==> config.mk <==
export PLATFORM = sky130hd
export DESIGN_NAME = calendar_clock_with_date_rollover
export DESIGN_NICKNAME = d
export VERILOG_FILES = /design/src/sv/rtcc_pkg.sv /design/src/sv/rtcc_next.sv /design/src/sv/calendar_clock_with_date_rollover.sv
export SDC_FILE = /design/constraint.sdc
export NUM_CORES = 1
export LEC_CHECK = 0
export ABC_AREA = 1
export BUFFER_PORTS_ARGS = -buffer_cell sky130_fd_sc_hd__buf_4
export CORE_ASPECT_RATIO = 1.4
export CORE_MARGIN = 2
export CORE_UTILIZATION = 35
export CTS_BUF_LIST = sky130_fd_sc_hd__clkbuf_4
export DETAILED_ROUTE_END_ITERATION = 10
export PLACE_DENSITY = 0.49
export SETUP_SLACK_MARGIN = 0.2
export SLEW_MARGIN = 10
export SYNTH_ARGS = -nofsm -noshare
export SYNTH_HDL_FRONTEND = slang
export SYNTH_SLANG_ARGS = --single-unit
export TNS_END_PERCENT = 20
==> constraint.sdc <==
create_clock -name clock -period 16.6 [get_ports clock]
set_input_delay 0.83 -clock clock [delete_from_list [all_inputs] [get_ports clock]]
set_output_delay 0.83 -clock clock [all_outputs]
set_load 0.05 [all_outputs]
==> src/sv/rtcc_pkg.sv <==
// ----------------------------------------------------------------------------
// Calendar clock package
// Types, constants and calendar helper functions shared by the calendar clock.
// ----------------------------------------------------------------------------
package rtcc_pkg;

   // Channel widths.
   localparam int REQ_DATA_W = 56;
   localparam int REQ_USER_W = 2;
   localparam int RSP_DATA_W = 48;

   // Calendar limits.
   localparam logic [15:0] MIN_YEAR    = 16'd2000;
   localparam logic [15:0] MAX_YEAR    = 16'd65535;
   localparam logic [3:0]  LAST_MONTH  = 4'd12;
   localparam logic [4:0]  LAST_HOUR   = 5'd23;
   localparam logic [5:0]  LAST_MINUTE = 6'd59;
   localparam logic [5:0]  LAST_SECOND = 6'd59;

   // Reset date.
   localparam logic [15:0] RESET_YEAR  = 16'd2026;
   localparam logic [3:0]  RESET_MONTH = 4'd8;
   localparam logic [4:0]  RESET_DAY   = 5'd16;

   // Divisibility by 25: multiply by the inverse of 25 modulo 2^16 and
   // compare against floor(65535 / 25).
   localparam logic [15:0] INV25       = 16'd23593;
   localparam logic [15:0] DIV25_LIMIT = 16'd2621;

   // Command codes.
   typedef enum logic [1:0] {
      CMD_TICK = 2'd0,
      CMD_SET  = 2'd1,
      CMD_READ = 2'd2
   } rtcc_cmd_type;

   // Current date and time; year sits in the lowest bits.
   typedef struct packed {
      logic        wall;
      logic [5:0]  second;
      logic [5:0]  minute;
      logic [4:0]  hour;
      logic [4:0]  day;
      logic [3:0]  month;
      logic [15:0] year;
   } rtcc_time_type;

   // Raw set fields; year sits in the lowest bits.
   typedef struct packed {
      logic [7:0]  second;
      logic [7:0]  minute;
      logic [7:0]  hour;
      logic [7:0]  day;
      logic [7:0]  month;
      logic [15:0] year;
   } rtcc_set_type;

   localparam rtcc_time_type TIME_RESET = '{
      wall: 1'b0, second: 6'd0, minute: 6'd0, hour: 5'd0,
      day: RESET_DAY, month: RESET_MONTH, year: RESET_YEAR};

   // Gregorian leap rule. Divisible by 100 means divisible by 4 and 25,
   // divisible by 400 means divisible by 16 and 25.
   function automatic logic is_leap(input logic [15:0] y);
      logic [15:0] prod;
      logic        div25;
      prod  = y * INV25;
      div25 = (prod <= DIV25_LIMIT);
      return (y[1:0] == 2'd0) && (!div25 || (y[3:0] == 4'd0));
   endfunction

   // Length of a month in days; month is expected in 1..12.
   function automatic logic [4:0] days_in_month(input logic [15:0] y,
                                                input logic [3:0] m);
      logic [4:0] len;
      case (m)
         4'd2: begin
            len = is_leap(y) ? 5'd29 : 5'd28;
         end
         4'd4, 4'd6, 4'd9, 4'd11: begin
            len = 5'd30;
         end
         default: begin
            len = 5'd31;
         end
      endcase
      return len;
   endfunction

endpackage

==> src/sv/rtcc_next.sv <==
// ----------------------------------------------------------------------------
// Calendar clock next-state logic
// Computes the date and time after one command: tick, set or read.
// ----------------------------------------------------------------------------
module rtcc_next (
   input  rtcc_pkg::rtcc_cmd_type  cmd,
   input  rtcc_pkg::rtcc_set_type   set_fields,
   input  rtcc_pkg::rtcc_time_type  cur,
   output rtcc_pkg::rtcc_time_type  nxt
);
   import rtcc_pkg::*;

   logic [15:0] set_year;
   logic [3:0]  set_month;
   logic [4:0]  set_dim;
   logic [4:0]  cur_dim;
   logic        sec_wrap;
   logic        min_wrap;
   logic        hour_wrap;

   // Clamp the set fields.
   always_comb begin
      set_year  = (set_fields.year < MIN_YEAR) ? MIN_YEAR : set_fields.year;
      set_month = ((set_fields.month >= 8'd1) && (set_fields.month <= 8'd12)) ?
                  set_fields.month[3:0] : 4'd1;
      set_dim   = days_in_month(set_year, set_month);
   end

   // Carry chain of the running time.
   always_comb begin
      cur_dim   = days_in_month(cur.year, cur.month);
      sec_wrap  = (cur.second == LAST_SECOND);
      min_wrap  = sec_wrap && (cur.minute == LAST_MINUTE);
      hour_wrap = min_wrap && (cur.hour == LAST_HOUR);
   end

   // Select the new state by command.
   always_comb begin
      nxt = cur;
      case (cmd)
         CMD_TICK: begin
            nxt.second = sec_wrap ? 6'd0 : cur.second + 6'd1;
            if (sec_wrap) begin
               nxt.minute = (cur.minute == LAST_MINUTE) ? 6'd0 : cur.minute + 6'd1;
            end
            if (min_wrap) begin
               nxt.hour = (cur.hour == LAST_HOUR) ? 5'd0 : cur.hour + 5'd1;
            end
            if (hour_wrap) begin
               if (cur.day >= cur_dim) begin
                  nxt.day = 5'd1;
                  if (cur.month >= LAST_MONTH) begin
                     nxt.month = 4'd1;
                     if (cur.year != MAX_YEAR) begin
                        nxt.year = cur.year + 16'd1;
                     end
                  end else begin
                     nxt.month = cur.month + 4'd1;
                  end
               end else begin
                  nxt.day = cur.day + 5'd1;
               end
            end
         end
         CMD_SET: begin
            nxt.year   = set_year;
            nxt.month  = set_month;
            nxt.day    = ((set_fields.day != 8'd0) &&
                          (set_fields.day <= {3'd0, set_dim})) ?
                         set_fields.day[4:0] : 5'd1;
            nxt.hour   = (set_fields.hour > {3'd0, LAST_HOUR}) ?
                         5'd0 : set_fields.hour[4:0];
            nxt.minute = (set_fields.minute > {2'd0, LAST_MINUTE}) ?
                         6'd0 : set_fields.minute[5:0];
            nxt.second = (set_fields.second > {2'd0, LAST_SECOND}) ?
                         6'd0 : set_fields.second[5:0];
            nxt.wall   = 1'b1;
         end
         default: begin
            nxt = cur;
         end
      endcase
   end

endmodule

==> src/sv/calendar_clock_with_date_rollover.sv <==
// ----------------------------------------------------------------------------
// Calendar clock with date rollover
// Pipeline: a command waits in the input register until the result register is
// free or drained; its result is then registered there and transfers out.
// Throughput: one command per cycle; a stalled result holds the input register,
// so req_tready drops only while both registers are full and the result waits.
// Reset: synchronous; the clock restarts at 2026-08-16 00:00:00, not wall-clock.
// ----------------------------------------------------------------------------
module calendar_clock_with_date_rollover (
   input  logic                              clock,
   input  logic                              reset,
   input  logic                              req_tvalid,
   output logic                              req_tready,
   // set_year, set_month, set_day, set_hour, set_minute, set_second
   input  logic [rtcc_pkg::REQ_DATA_W-1:0]  req_tdata,
   // command
   input  logic [rtcc_pkg::REQ_USER_W-1:0]  req_tuser,
   output logic                              rsp_tvalid,
   input  logic                              rsp_tready,
   // cur_year, cur_month, cur_day, cur_hour, cur_minute, cur_second,
   // wall_valid, zero fill
   output logic [rtcc_pkg::RSP_DATA_W-1:0]  rsp_tdata
);
   import rtcc_pkg::*;

   logic          in_valid_ff;
   rtcc_cmd_type  cmd_ff;
   rtcc_set_type  set_ff;
   rtcc_time_type time_ff;
   rtcc_time_type time_in;
   logic          rsp_valid_ff;
   logic [RSP_DATA_W-1:0] rsp_data_ff;
   logic          advance;

   // The held command moves on when the result register is free or drained.
   assign advance    = in_valid_ff && (!rsp_valid_ff || rsp_tready);
   assign req_tready = !in_valid_ff || advance;

   // Input register.
   always_ff @(posedge clock) begin
      if (reset) begin
         in_valid_ff <= 1'b0;
      end else if (req_tready) begin
         in_valid_ff <= req_tvalid;
      end
   end

   always_ff @(posedge clock) begin
      if (req_tvalid && req_tready) begin
         cmd_ff <= rtcc_cmd_type'(req_tuser);
         set_ff <= rtcc_set_type'(req_tdata);
      end
   end

   rtcc_next u_next (
      .cmd        (cmd_ff),
      .set_fields (set_ff),
      .cur        (time_ff),
      .nxt        (time_in)
   );

   // Clock and calendar state.
   always_ff @(posedge clock) begin
      if (reset) begin
         time_ff <= TIME_RESET;
      end else if (advance) begin
         time_ff <= time_in;
      end
   end

   // Result register.
   always_ff @(posedge clock) begin
      if (reset) begin
         rsp_valid_ff <= 1'b0;
      end else if (advance) begin
         rsp_valid_ff <= 1'b1;
      end else if (rsp_tready) begin
         rsp_valid_ff <= 1'b0;
      end
   end

   always_ff @(posedge clock) begin
      if (advance) begin
         rsp_data_ff <= {{(RSP_DATA_W - $bits(rtcc_time_type)){1'b0}}, time_in};
      end
   end

   assign rsp_tvalid = rsp_valid_ff;
   assign rsp_tdata  = rsp_data_ff;

endmodule

Word level (Yosys, flattened, before mapping)
Cells that the tools add are included.
{"block": "totals", "ff_bits": 146, "input_bits": 62, "word_cells": 101}
{"block": "classes", "addsub": 6, "multipliers": 2, "n_lt_le_gt_ge": 11, "eq_ne": 15, "mux": 25, "reduce_logical": 25}
{"operator": "one-hot mux 42 bit (2 select lines)", "n": 1}
{"operator": "2-to-1 mux 16 bit", "n": 3}
{"operator": "less-or-equal comparator 16 x 12 -> 1 bit, second input constant", "n": 2}
{"operator": "multiplier 16 x 15 -> 16 bit, second input constant", "n": 2}
{"operator": "2-to-1 mux 6 bit", "n": 5}
{"operator": "2-to-1 mux 25 bit", "n": 1}
{"operator": "2-to-1 mux 5 bit", "n": 5}
{"operator": "2-to-1 mux 20 bit", "n": 1}
{"operator": "one-hot mux 5 bit (2 select lines)", "n": 2}
{"operator": "adder 16 x 1 -> 16 bit, second input constant", "n": 1}
{"operator": "equality test 4 x 3 -> 1 bit, second input constant", "n": 4}
{"operator": "equality test 4 bit, second input constant", "n": 4}
{"operator": "> comparator 8 x 6 -> 1 bit, second input constant", "n": 2}
{"operator": "< comparator 16 x 11 -> 1 bit, second input constant", "n": 1}
{"operator": "!= test 16 bit, second input constant", "n": 1}
{"operator": "adder 6 x 1 -> 6 bit, second input constant", "n": 2}
{"operator": "equality test 6 bit, second input constant", "n": 2}
{"operator": "adder 5 x 1 -> 5 bit, second input constant", "n": 2}
{"operator": "equality test 4 x 2 -> 1 bit, second input constant", "n": 2}
{"operator": ">= comparator 8 x 1 -> 1 bit, second input constant", "n": 1}
{"operator": "> comparator 8 x 5 -> 1 bit, second input constant", "n": 1}
{"operator": "less-or-equal comparator 8 x 4 -> 1 bit, second input constant", "n": 1}
{"operator": "less-or-equal comparator 8 x 5 -> 1 bit", "n": 1}
{"operator": "logical AND 1 bit", "n": 8}
{"operator": "14 further kinds", "n": 29}

Logic depth before layout (Yosys ltp)
Gate-level depths: netlist of run 1.
{"block": "depth", "word_depth": 13, "ltp_mapped": 42, "mapped_depth_nobuf": 42}

Hierarchy
A second synthesis of run 1 with hierarchy kept.
{"block": "hier_totals", "cells_unflattened": 1254, "area_unflattened_um2": 10851.7}
{"module": "rtcc_next", "instances": 1, "cells_each": 874, "area_each_um2": 5758.0}
{"module": "calendar_clock_with_date_rollover", "instances": 1, "cells_each": 380, "area_each_um2": 5093.6}

Worst setup path before layout of run 1
Ideal clock, no wire load.
{"block": "synth_timing", "kind": "register to register", "startpoint": "register set_ff[11] (netlist name)", "endpoint": "register time_ff[20] (netlist name)", "arrival_ps": 5731, "path_slack_ps": 10754, "path_stages_with_launch": 35, "synth_period_minus_slack_ps": 5846, "cell_sequence": "edfxtp_1 > inv_2 > nand2_1 > nor2_1 > nand2_1 > nand2_2 > inv_1 > or2_2 > ha_1 > inv_1 > fa_1 > inv_1 > ha_1 > inv_1 > fa_1 > fa_1 > inv_1 > ha_1 > ha_1 > a21oi_1 > nand3_1 > nand2_1 > o21ai_0 > nor2_1 > nand3_1 > nand2_1 > nand2_1 > ha_1 > nand2_1 > a31oi_1 > nand2_1 > a22oi_1 > o21ai_0 > o21ai_0 > inv_1"}
{"item": "from (decl)", "line_no": "calendar_clock_with_date_rollover.sv:28", "rtl": "rtcc_set_type set_ff;"}
{"item": "from (signal assigned)", "line_no": "calendar_clock_with_date_rollover.sv:51", "rtl": "set_ff <= rtcc_set_type'(req_tdata);"}
{"item": "to (signal assigned)", "line_no": "calendar_clock_with_date_rollover.sv:67", "rtl": "time_ff <= time_in;"}
{"item": "to (decl)", "line_no": "calendar_clock_with_date_rollover.sv:29", "rtl": "rtcc_time_type time_ff;"}

==> results.toml, run 1 <==
[run_status]
status = "finished clean"

[layout]
drive_above_1_share_pct = 13.7
final_core_util_pct = 40.4
final_nets = 1563
num-fill-cells = 3114
syn2layout_area_growth_pct = 13.6

[floorplanning]
dieArea_sq_um = 32000
io_pins = 112
initial_utilization_pct = 35.6
coreArea_sq_um = 30000
std_cell_rows = 75
die_w_um = 152
die_y_um = 211

[sta]
worst_hold_slack_ns = 0.391
clock_skew_ns = 0.0223
fmax_ghz = 0.151
min_period_ns = 6.62
tns_ns = 0
maxSlewHeadroom_pct = 44.8
grt_setup_unrepaired = "no"
setup_violations = 0
finalHoldViolCount = 0
tightest_slew_ns = 0.828
slew_violations = 0
post-route-period-util_pct = 39.9

[route]
wl_um = 27500
drt_iter0_markers = 492
num_vias = 8385
drtAntennaViolNets = 0
drtPass1Iterations = 5
route.detailed.wl_per_inst_um = 15.9
via_per_inst = 4.84
drc = 0

[critical_path]
cp-end-kind = "flop"
path_max_fanout = 9
cpMaxStageDelayCell = "fa_1"
setup.worst_path.start_class = "flop"
required_ns = 17.09
crit_type = "reg2reg"
path_common_cell = "nand2_1"
critPathArrivalTime_ns = 7.12
max_stage_delay_ns = 0.56

[clocking]
cts_hold_buf = 0
path_clk_slew_ns = 0.15
root_buffer = "clkbuf_4"
cts_setup_buffers = 0
clock_sinks = 146
numCtsBuffers = 17
clk_latency_ns = 0.60
htree_levels = 4
cts_resized = 0
cts_tree = "built"
cts_max_path_buffers = 2

[flow_run]
cap_violations = 0

[synth]
synth.distinct_cells = 52
ys_seq_area_share_pct = 36.8
synthTopCellsByCount = "inv_1 (241), nand2_1 (215), ha_1 (132), edfxtp_1 (101), nand3_1 (78)"
yosysWarningCount = 0
netlist_area_sq_um = 10700
synth-edff-count = 101
syn_avg_cell_area_sq_um = 8.66
yosysMostFrequentCell = "inv_1"
ys.flop_type = "edfxtp_1"
synth.top_cell.area_share_pct = 28.4
synth_top_area_cell = "edfxtp_1"
synth_seq_cells = 146
synthArstFlopShare_pct = 0
yosys-top-cells-area = "edfxtp_1 (28%), ha_1 (15%), inv_1 (8.5%), dfxtp_1 (8.4%), nand2_1 (7.6%)"
netlist_instances = 1234

[grt]
overflow = 0
grt_first_pass_wirelength_um = 43600
grt_start_max_net_pins = 66
grt_pass1_vias = 8415
grt_usage_pct = 17.8
antenna_found_initial = 1

[pwr]
p_int_mw = 0.765
leakagePower_nw = 5.91
p_sw_mw = 0.549
switching_share_pct = 41.7
seq_power_share_pct = 33.1
power_frac_clock_pct = 18.2
irDropWorstVdd_mv = 0.0622
power_density_nw_per_um2 = 108
p_comb_share_pct = 48.7

[place]
portBuffers = 106
detailed_place_hpwl_um = 21300
routabilityCongestion = 0.864

[worst_hold_path]
hold_path_class = "in2reg"
## critical path: cells and delay by family, from the launching register on
family          cells  cell delay, ns
compound gates      6            1.11
fa+ha+maj           8            3.04
buf+inv             7            0.54
flops               1            0.44
simple gates       13            1.41
## routing by layer
| metal | routed length [um] | vias to the layer above | GRT usage [%] | share of wire (%) |
|---|---|---|---|---|
| met5 | 0 | - | 0 | 0 |
| met4 | 544 | 0 | 6.00 | 2.0 |
| met3 | 988 | 29 | 3.09 | 3.6 |
| met2 | 14600 | 143 | 32.4 | 53 |
| met1 | 11400 | 3948 | 20.8 | 41 |
| li1 | - | 4265 | - | - |
## path summary, 6_finish.rpt
kind | start | to | slack (ns) | cells past startpoint
max | set_ff[11] | time_ff[20] | 9.98 | 34
min | req_tdata[39] | set_ff[39] | 0.39 | 1
max reg2reg | set_ff[11] | time_ff[20] | 9.98 | 34
min reg2reg | time_ff[42] | time_ff[42] | 0.49 | 2
## state kept, by name, summed over array words and instances (netlist names)
register,cells
rsp_tdata,43
rsp_tvalid,1
cmd_ff,2
time_ff,43
in_valid_ff,1
set_ff,56
## power by group through the flow
stage	Combinational [mW]	Clock (mW)	Sequential [mW]
floorplan	0.476	0	0.457
global placement	0.640	0	0.444
detailed placement	0.645	0	0.443
CTS	0.651	0.249	0.435
global route	0.750	0.262	0.438
finish	0.640	0.239	0.435
## placed cells by master (no fill, tap or decap), types with 36 or more instances in the layout
master	count
inv_1	239
nand2_1	214
ha_1	132
buf_4	110
edfxtp_1	101
nand3_1	78
nor2_1	62
a21oi_1	58
o21ai_0	52
dfxtp_1	45
fa_1	36
## layout make-up
type | instances | area (sq um) | share of cell area (%)
Clock inverter | 13 | 150 | 1.24
Inverter | 249 | 937 | 7.72
Tap cell | 385 | 482 | 3.97
Sequential cell | 146 | 3930 | 32.4
Timing Repair Buffer | 110 | 826 | 6.80
Multi-Input combinational cell | 809 | 5670 | 46.7
Antenna cell | 1 | 2.50 | 0.0206
Clock buffer | 19 | 143 | 1.17
## kinds of logic (layout without fill, tap and decap cells)
group,Yosys count,count (layout),synth area share (%)
buffers and inverters,283,391,10.3
and+or+nand+nor,423,423,18.1
xor gates and xnor gates,35,35,2.87
DFF,146,146,36.8
AOI/OAI and AO/OA,178,178,9.63
other,1,6,0.0351
adders and majority gates,168,168,22.2
## through the flow
stage / instances / power [mW] / instance area (sq um) / setup WS, ns
after CTS: 1731 / 1.33 / 12100 / 9.90
after detailed placement: 1699 / 1.09 / 11800 / 9.95
after floorplan: 1238 / 0.932 / 10700 / 10.75
final: 1732 / 1.31 / 12100 / 9.98
after global routing: 1732 / 1.45 / 12100 / 9.30
after global placement: 1699 / 1.08 / 11800 / 9.94
(Power assumes the default switching activity.)
==> run 2: changes to the inputs <==
==> constraint.sdc (replaced) <==
create_clock -name clock -period 6.12 [get_ports clock]
set_input_delay 0.306 -clock clock [delete_from_list [all_inputs] [get_ports clock]]
set_output_delay 0.306 -clock clock [all_outputs]
set_load 0.05 [all_outputs]
==> run 2 against run 1 <==
Sequential share of layout area decreased by 4.3 points. Clock power increased to 3.0 times the previous value. Critical path depth increased by 12. Global-route usage increased by 1.3 points. Non-clock buffer count increased by 154. Largest power group unchanged. Clock-buffer cell count decreased by 1. Combinational power increased to 3.5 times the previous value. Largest cell class unchanged. Final cell count increased by 8.9%. Via count increased by 9.1%.
==> results.toml, run 2 (synthesized netlist as in run 1, its figures left out) <==
[floorplanning]
dieArea_sq_um = 32000
io_pins = 112
initial_utilization_pct = 35.6
coreArea_sq_um = 30000
std_cell_rows = 75
die_w_um = 152
die_y_um = 211

[route]
drtAntennaViolNets = 0
wl_um = 29700
drt_iter0_markers = 461
num_vias = 9152
drtPass1Iterations = 4
route.detailed.wl_per_inst_um = 15.8
wl_met1_um = 12000
via_per_inst = 4.85
wl_met2_um = 15900
highest_layer = "met4"
drc = 0
wl_met3_um = 894

[layout]
drive_above_1_share_pct = 24.1
largest_reg_flops = 56
final_common_cell = "inv_1"
top_register = "set_ff"
final_core_util_pct = 46.7
syn2layout_area_growth_pct = 31.1
final_nets = 1717
fin_cells = 1886
num-fill-cells = 2921
postLayoutCellArea_sq_um = 14000
most-common-layout-cells = "inv_1 (223), nand2_1 (203), buf_4 (188)"

[grt]
grt_usage_pct = 19.1
grt_first_pass_wirelength_um = 46700
overflow = 0
antenna_found_initial = 1
grt_start_max_net_pins = 66
grt_pass1_vias = 9198

[clocking]
numCtsBuffers = 17
cts_tree = "built"
htree_levels = 4
clk_latency_ns = 0.62
clock_sinks = 146
path_clk_slew_ns = 0.14
root_buffer = "clkbuf_4"
cts_max_path_buffers = 2

[sta]
worst_hold_slack_ns = 0.196
tightest_slew_ns = 0.845
slew_violations = 0
clock_skew_ns = 0.0338
maxSlewHeadroom_pct = 43.7
timing.final.ws_setup_ns = 0.241
setup_violations = 0
post-route-period-util_pct = 96.1
min_period_ns = 5.88
fmax_ghz = 0.170
grt_setup_unrepaired = "yes"
finalHoldViolCount = 0

[pwr]
power_density_nw_per_um2 = 296
irDropWorstVdd_mv = 0.207
leakagePower_nw = 6.66

[place]
portBuffers = 106
dp_slack_ns = -0.187
detailed_place_hpwl_um = 21500
placed_area_sq_um = 12100
dp_cells = 1738
routabilityCongestion = 0.850

[critical_path]
regToRegSetupSlack_ns = 0.24
cp-end-kind = "flop"
critPathArrivalTime_ns = 6.37
path_common_cell = "buf_4"
path_max_fanout = 4
regToRegStartpoint = "set_ff[11]"
cpMaxStageDelayCell = "edfxtp_1"
path_delay_family = "buffers and inverters"
required_ns = 6.61
crit_start = "set_ff[11]"
crit_type = "reg2reg"
cp_num_buf_inv = 44
max_stage_delay_ns = 0.42
setup.worst_path.start_class = "flop"

[worst_hold_path]
min_from = "reset"
hold_path_class = "in2reg"

[flow_run]
cap_violations = 0

[run_status]
status = "finished clean"
## run 2: changes by cell type in the layout (fill, tap and decap cells not counted), sizes merged
cell | before | now
bufinv | 2 | 4
dlygate4sd3 | 0 | 60
inv | 252 | 251
buf | 110 | 204
clkinvlp | 4 | 0
clkinv | 4 | 8
clkbuf | 19 | 18
## run 2: routing by layer
layer	up-vias	global-route usage, %
met3	53	2.79
met5	-	0
met1	4355	21.4
met4	0	8.56
met2	187	35.0
li1	4557	-
## run 2: path summary, 6_finish.rpt
kind | to | depth (start not counted)
setup / recovery | rsp_tdata[11] | 46
setup reg to reg | rsp_tdata[11] | 46
hold / removal | time_ff[42] | 2
hold reg to reg | time_ff[42] | 2
## run 2: repair_timing
action | in CTS | in global routing
hold buffers | 60 | 0
setup endpoints to repair | 46 | 50
endpoints found under the hold margin | 60 | 0
pin swaps | 10 | 57
setup buffers | 44 | 11
gates resized for setup | 24 | 99
## run 2: report_power, final
group / switching, mW / leakage (nW) / internal (mW)
registers: 0.0460 / 1.34 / 1.13
logic: 1.24 / 5.13 / 1.01
clock network: 0.392 / 0.183 / 0.336
total: 1.68 / 6.66 / 2.47
## run 2: final cells by class
class	count	area [sq um]	area share (%)
tap	385	482	3.44
inverter	249	940	6.71
clock inverter	14	203	1.45
clock buffer	18	135	0.964
sequential	146	3940	28.1
timing repair buffer	264	2190	15.6
antenna	1	2.50	0.0179
multi-input combinational	809	6110	43.6
## run 2: per-stage QoR
step	setup TNS [ns]	total power, mW
floorplan	0	2.53
global placement	-0.122	3.02
detailed placement	-0.491	3.04
CTS	0	3.91
global route	0	4.51
finish	0	4.15
